`src/rtl/aemt_pkg.sv`:
```
// ----------------------------------------------------------------------------
// aemt_pkg
// Shared types and sizes for the actuator clearance envelope table.
// ----------------------------------------------------------------------------
package aemt_pkg;

	localparam int NUM_ACTUATORS      = 32;
	localparam int SLOTS_PER_ACTUATOR = 8;
	localparam int OFFSET_BITS        = 12;

	// one cell per slot of the table
	localparam int TABLE_SIZE = NUM_ACTUATORS * SLOTS_PER_ACTUATOR;

	// stored clearance width: offsets arrive as 12 bits and are kept to OFFSET_BITS
	localparam int STORE_BITS = (OFFSET_BITS < 12) ? OFFSET_BITS : 12;

	typedef logic [STORE_BITS-1:0] off_t;

	typedef enum logic [1:0] {
		KIND_DEFINE = 2'd0,
		KIND_SET    = 2'd1,
		KIND_CLEAR  = 2'd2,
		KIND_MATCH  = 2'd3
	} kind_t;

	typedef struct packed {
		kind_t       kind;
		logic [7:0]  actuator;
		logic [7:0]  slot;
		logic [7:0]  command_code;
		logic        active_flag;
		logic [11:0] left_offset;
		logic [11:0] right_offset;
		logic [11:0] front_offset;
		logic [11:0] back_offset;
	} in_item_t;

	typedef struct packed {
		logic [11:0] left_total;
		logic [11:0] right_total;
		logic [11:0] front_total;
		logic [11:0] back_total;
	} out_item_t;

	typedef struct packed {
		off_t left;
		off_t right;
		off_t front;
		off_t back;
	} offs_t;

	// what travels from cell to cell along with the walk token
	typedef struct packed {
		logic  found;
		offs_t peak;
	} wave_t;

	typedef enum logic [1:0] {
		AEMT_IDLE,
		AEMT_WALK,
		AEMT_HOLD
	} state_t;

endpackage

```
`src/rtl/aemt_cell.sv`:
```
// ----------------------------------------------------------------------------
// aemt_cell
// One table slot: applies the current item when the walk token passes and
// folds its clearances into the running per-side maximum.
// ----------------------------------------------------------------------------
module aemt_cell import aemt_pkg::*; (
	input  logic     clk,
	input  logic     arst_n,
	input  in_item_t item,
	input  logic [7:0] own_act,
	input  logic [7:0] own_slot,
	input  logic     wave_valid_in,
	input  wave_t    wave_in,
	output logic     wave_valid_out,
	output wave_t    wave_out
);

	offs_t      off_q;
	logic [7:0] cmd_q;
	logic       def_q;
	logic       act_q;
	logic       wave_valid_q;
	wave_t      wave_q;

	logic  hit_act;
	logic  hit_slot;
	logic  code_hit;
	logic  write_slot;
	logic  def_nxt;
	logic  act_nxt;
	logic  found_nxt;
	logic  contrib;
	offs_t peak_nxt;

	// slot update for the item in flight
	always_comb begin
		hit_act    = (item.actuator == own_act);
		hit_slot   = hit_act && (item.slot == own_slot);
		code_hit   = def_q && (cmd_q == item.command_code);
		write_slot = 1'b0;
		def_nxt    = def_q;
		act_nxt    = act_q;
		found_nxt  = wave_in.found;
		if (wave_valid_in) begin
			unique case (item.kind)
				KIND_DEFINE: begin
					if (hit_slot) begin
						write_slot = 1'b1;
						def_nxt    = 1'b1;
						act_nxt    = 1'b0;
					end
				end
				KIND_SET: begin
					if (hit_slot) act_nxt = item.active_flag;
				end
				KIND_CLEAR: begin
					if (hit_act) act_nxt = 1'b0;
				end
				KIND_MATCH: begin
					// first defined slot with this code wins
					if (hit_act) begin
						act_nxt   = code_hit && !wave_in.found;
						found_nxt = wave_in.found || code_hit;
					end
				end
				default: ;
			endcase
		end
	end

	// running maximum; a freshly defined slot is inactive so old offsets suffice
	always_comb begin
		contrib  = act_nxt && def_nxt;
		peak_nxt = wave_in.peak;
		if (contrib) begin
			if (off_q.left  > wave_in.peak.left)  peak_nxt.left  = off_q.left;
			if (off_q.right > wave_in.peak.right) peak_nxt.right = off_q.right;
			if (off_q.front > wave_in.peak.front) peak_nxt.front = off_q.front;
			if (off_q.back  > wave_in.peak.back)  peak_nxt.back  = off_q.back;
		end
	end

	// marks
	always_ff @(posedge clk or negedge arst_n) begin
		if (!arst_n) begin
			def_q        <= 1'b0;
			act_q        <= 1'b0;
			wave_valid_q <= 1'b0;
		end else begin
			def_q        <= def_nxt;
			act_q        <= act_nxt;
			wave_valid_q <= wave_valid_in;
		end
	end

	// slot contents, no reset: read only once defined
	always_ff @(posedge clk) begin
		if (write_slot) begin
			off_q.left  <= STORE_BITS'(item.left_offset);
			off_q.right <= STORE_BITS'(item.right_offset);
			off_q.front <= STORE_BITS'(item.front_offset);
			off_q.back  <= STORE_BITS'(item.back_offset);
			cmd_q       <= item.command_code;
		end
	end

	// hand-off to the next cell
	always_ff @(posedge clk) begin
		if (wave_valid_in) begin
			wave_q.found <= found_nxt;
			wave_q.peak  <= peak_nxt;
		end
	end

	assign wave_valid_out = wave_valid_q;
	assign wave_out       = wave_q;

endmodule

```
`config.mk`:
```
export PLATFORM = sky130hd
export DESIGN_NAME = aemt_cell
export DESIGN_NICKNAME = d
export VERILOG_FILES = /design/src/rtl/aemt_pkg.sv /design/src/rtl/aemt_cell.sv
export SDC_FILE = /design/constraint.sdc
export NUM_CORES = 1
export LEC_CHECK = 0
export ABC_AREA = 1
export BUFFER_PORTS_ARGS = -buffer_cell sky130_fd_sc_hd__buf_2
export CAP_MARGIN = 25
export CORE_MARGIN = 4
export CORE_UTILIZATION = 45
export CTS_BUF_LIST = sky130_fd_sc_hd__clkbuf_16
export DETAILED_ROUTE_END_ITERATION = 10
export GPL_TIMING_DRIVEN = 0
export PLACE_DENSITY_LB_ADDON = 0.2
export SLEW_MARGIN = 20
export SYNTH_ARGS = -nofsm -noshare
export SYNTH_HDL_FRONTEND = slang
export SYNTH_SLANG_ARGS = --single-unit
export TNS_END_PERCENT = 100
```
`constraint.sdc`:
```
create_clock -name clk -period 2.62 [get_ports clk]
set_clock_uncertainty 0.2 [all_clocks]
set_input_delay 0.393 -clock clk [delete_from_list [all_inputs] [get_ports clk]]
set_output_delay 0.393 -clock clk [all_outputs]
set_load 0.05 [all_outputs]
```
[Word level (Yosys, flattened, before mapping)]
Cells that the tools add are included.
Word-level totals
  register bits: 108
  input port bits: 143
  output and inout bits: 50
  logic and storage cells: 49
Operators by class
  magnitude comparators: 4
  equal/unequal tests: 6
  multiplexer cells: 19
  reductions and logical operators: 7
Operator list (count)
  > comparator 12 bit: 4
  two-way mux 12 bit: 4
  two-way mux 48 bit: 1
  == test 8 bit: 3
  two-way mux 1 bit: 13
  == test 2 bit, second input constant: 2
  logical AND 1 bit: 4
  case mux 1 bit (4 select lines): 1
  == test 2 x 1 -> 1 bit, second input constant: 1
  zero test 2 bit: 1
  zero test 1 bit: 1
  logical OR 1 bit: 1

[Logic depth before layout (Yosys ltp)]
  word-level depth: 8
  mapped depth: 16
  gate-level depth less buffers: 14

[Worst setup path after synthesis]
Ideal clock, no wire load.
  kind: input -> register
  from: input port own_act[3]
  to: register cmd_q[0], enable pin
  library setup time: 410 ps
  arrival time: 2096 ps
  required time: 2010 ps
  slack: -86 ps
  cell stages on the path: 8
  buffers on the path: 0
  path through: inv_1 > nand2_1 > nand2_1 > nor2_1 > nand2_1 > nor2_4 > nand4_1 > inv_1
Between the ends
  cells in the longest elaborated chain, start to end: 5
RTL lines
  start, declared: line aemt_cell.sv:10  | input logic [7:0] own_act,
  == test 8 bit: line aemt_cell.sv:37  | hit_act = (item.actuator == own_act);
  logical AND 1 bit: line aemt_cell.sv:38  | hit_slot = hit_act && (item.slot == own_slot);
  two-way mux 1 bit: line aemt_cell.sv:47  | if (hit_slot) begin
  two-way mux 1 bit: line aemt_cell.sv:45  | unique case (item.kind)
  two-way mux 1 bit: line aemt_cell.sv:44  | if (wave_valid_in) begin
  net write_slot: line aemt_cell.sv:28  | logic write_slot;
  end signal, assigned: line aemt_cell.sv:103  | cmd_q <= item.command_code;
  end, declared: line aemt_cell.sv:19  | logic [7:0] cmd_q;
The timed path passes the listed nets, and every way through them passes these cells.
A chain may end at the register's enable or synchronous reset.

==> reports/results.txt <==
The core outline area came out at 0.0139 mm^2. After synthesis, the largest family of logic cells by area is simple AND/OR/NAND/NOR gates. A synthesized cell averages 8.55 um^2. Type of element launching the critical path: a flop.

For the number of setup violations in the final report, the log shows 0. When the netlist entered floorplanning its net count stood at 943. At the pin with the least slew margin, the transition time is 609 ps.

The number of clock sinks came out at 108. The complex-gate fraction of the synthesized area works out to 0.0387. The fraction of the cycle the final worst path needs came out at 0.915.

Routability congestion estimate from global placement: 0.838. In this run the clock root is driven by a clkbuf_16. In this run the deepest clock path goes through 2 buffers.

TritonCTS built the clock tree. The multiplexer fraction of the synthesized cell area works out to 0. Measured along the y axis, the die boundary spans 128 um. The total routing usage reported by global routing was 0.183; the number of inserted filler cells in the final layout was 1330. In this run, synthesis produced a sequential element count of 108. The clock reaches the later pin of the worst-skew pair after 350 ps. The final number of hold-violating endpoints was 0.

The library cell with the largest summed area after synthesis was edfxtp_1. The pre-antenna-repair detailed-routing pass consisted of 4 iterations. The routed design has 15100 um of wire. The number of design rule violations left after detail routing was 0; the cell leakage power was 4.09 nW. The share of final-layout standard cells stronger than drive strength 1 is 0.243, and the sequential fraction of the synthesis area is 0.502.

The switching power share of the total is 0.307. After layout, the design draws a total of 4.45 mW. The maximum vdd ir drop was 0.349 mV.

The path class of the tightest hold or removal check is in2reg. During I/O placement, the number of pins put on the boundary was 193. By startpoint and endpoint, the worst setup path is classified as reg2reg. 0 antenna diodes ended up in the layout. After the first detailed-routing iteration, the DRC count stood at 266. Summed over all layers, the global routing overflow is 0. For the first-pass GRT wire length, the log shows 23900 um. The tools report the portion of total power attributed to the clock network as 0.304. The floorplan die width is 128 um. Fraction of post-synthesis cell area in the top cell type by area: 0.490.

Entering global routing, the biggest net connects 32 pins. Relative to the synthesized area, the layout overhead comes to 24.0%. Of all nets on the critical path, the largest fanout is 10. The final layout contains 1150 nets.

Dividing total power by cell area gives a power density of 558 mW/mm^2. Max-cap violations in this run came to 0. The flow ran to the end, and the final reports show no timing, DRC or antenna violations. The maximum level of the CTS H-tree was 3. The critical path endpoint category was a flop.

Synthesis instantiated 24 different standard cells from the library. The combinational group share of total power was 0.237; the cell area after synthesis was 0.00643 mm^2. Routed via count: 5497. The post-synthesis share of cell area spent on full adders, half adders and majority gates came out at 0.0934. For the number of global-route vias before repair, the log shows 5021. The number of pins exceeding their max-slew limit in the final report was 0; the worst path setup slack after routing was 223 ps. The setup slack at placement came out at -79.4 ps.

The fraction of the mapped netlist area in simple logic gates was 0.280. The count of cells in the finished layout, fillers not included, comes to 1144. In the routed layout, each cell is associated on average with a via count of 4.81. The power share of the sequential group was 0.459.

Starting density of the core: 0.462. The tools report the share of the core filled with cells in the final layout as 0.572. The run gives 0.593 as the relative slew slack. The xor/xnor share of the synthesized area was 0.00545.

For the count of yosys warnings during synthesis, the log shows 0. The placed instance count was 1126; the number of placement rows was 43. The minimum clock period after layout came out at 2400 ps. The accumulated negative setup slack is 0 ps.

The floorplan step defined a die boundary enclosing 0.0163 mm^2. The synthesized instance count is 752. For the number of antenna violations at the first check in global routing, the log shows 0. Setup repair after global routing left no endpoint under its margin. In the final routed layout, each cell accounts on average for 13.2 um. The maximum frequency from static timing analysis is 417 MHz.

The detail route stage leaves a number of antenna-violating nets equal to 0. For the worst path arrival time, the log shows 2410 ps. After synthesis, the cell types taking the most area are edfxtp_1, nand2_1, ha_1. Buffers inserted during clock tree synthesis total 9. The logs give 12100 um for the half-perimeter wire length after placement and 1.37 mW for the net switching component of the power.

After clock tree synthesis, the clock-pin slew on the worst setup and hold paths is 70 ps. The run gives 3.08 mW as the internal power. The tools report the required time at the worst-slack endpoint as 2640 ps.

The quantity of I/O buffers inserted on ports is 192.
==> repair_timing <==
action,CTS,global route
setup endpoints to repair,0,5
hold buffers,1,1
resized for setup,0,2
setup buffers,0,0
endpoints found under the hold margin,3,1
==> cell type report <==
| class | instances | area (um^2) | share of cell area |
|---|---|---|---|
| buffer | 32 | 165 | 0.0207 |
| clock buffer | 9 | 225 | 0.0282 |
| clock inverter | 7 | 67.6 | 0.00847 |
| inverter | 95 | 360 | 0.0452 |
| multi-input combinational | 517 | 2680 | 0.336 |
| sequential | 108 | 3230 | 0.405 |
| tap | 180 | 225 | 0.0282 |
| timing repair buffer | 196 | 1020 | 0.128 |
==> cell families after synthesis <==
family                     Yosys count
buffers and inverters              127
xor gates and xnor gates             4
AOI/OAI and AO/OA                   47
DFF                                108
and+or+nand+nor                    418
adders and majority gates           48
==> synthesized netlist by cell type, drive strengths merged <==
cell / count
dfrtp: 3
nand4: 57
ha: 48
xor2: 2
buf: 19
xnor2: 2
nor3: 4
a21oi: 25
nor2: 29
clkbuf: 13
nand3: 54
o21ai: 18
nand2: 274
edfxtp: 105
inv: 95
o21a: 4
==> layout by cell type, fill, tap and decap left out, types with 3 or more instances in the layout <==
cell type and count:
ha_1 48, nor2_1 28, o21ai_0 17, buf_2 203
dfrtp_1 3, clkbuf_16 9, o21a_1 4, nand4_1 57
clkinvlp_4 3, clkbuf_1 12, inv_1 93, nand3_1 53
nor3_1 4, buf_4 4, edfxtp_1 105, nand2_1 273
a21oi_1 25
==> path summary, 6_finish.rpt <==
path | from | end | slack, ps | cells after the start
min in group asynchronous | arst_n | act_q | 170 | 2
min | item[21] | off_q[21] | 20 | 1
min reg2reg | act_q | act_q | 440 | 2
max in group asynchronous | arst_n | def_q | 1940 | 2
max reg2reg | off_q[19] | wave_out[21] | 220 | 10
max | off_q[19] | wave_out[21] | 220 | 10
==> sequential cells by signal (all words and copies together) (netlist names) <==
| name | flops |
|---|---|
| cmd_q | 8 |
| off_q | 48 |
| wave_valid_out | 1 |
| wave_out | 49 |
| act_q | 1 |
| def_q | 1 |
==> critical path, stage by stage (launching register included) <==
cell and delay (ps):
edfxtp_1 400, ha_1 330, nand4_1 120, nor3_1 210, nand2_1 80, nand3_1 110
clkbuf_1 390, nand3_1 130, nand2_1 100, nand4_1 90, nand2_1 110
==> per-stage QoR <==
stage,hold WS (ps),instance area [um^2]
after floorplan,-103,6440
after global placement,-8.41,7620
after detailed placement,-8.10,7660
after CTS,2.82,7970
after global routing,1.25,7980
final,15.4,7980
==> power groups by stage <==
stage               combinational (mW)  sequential, mW  clock (mW)
floorplan                        0.399            2.40           0
global placement                  1.04            2.08           0
detailed placement                1.06            2.08           0
CTS                               1.06            2.04        1.39
global route                      1.16            2.05        1.47
finish                            1.06            2.04        1.35
==> per-layer routing <==
layer  global-route usage  share of wire  routed length [um]  up-vias
met4               0.0530          0.013                 200        0
met3               0.0322          0.056                 841       15
met1                0.245           0.45                6880     2393
li1                     -              -                   -     2943
met5                    0              0                   0        -
met2                0.305           0.48                7210      146
Note: power is estimated with default switching activity, not from simulation.
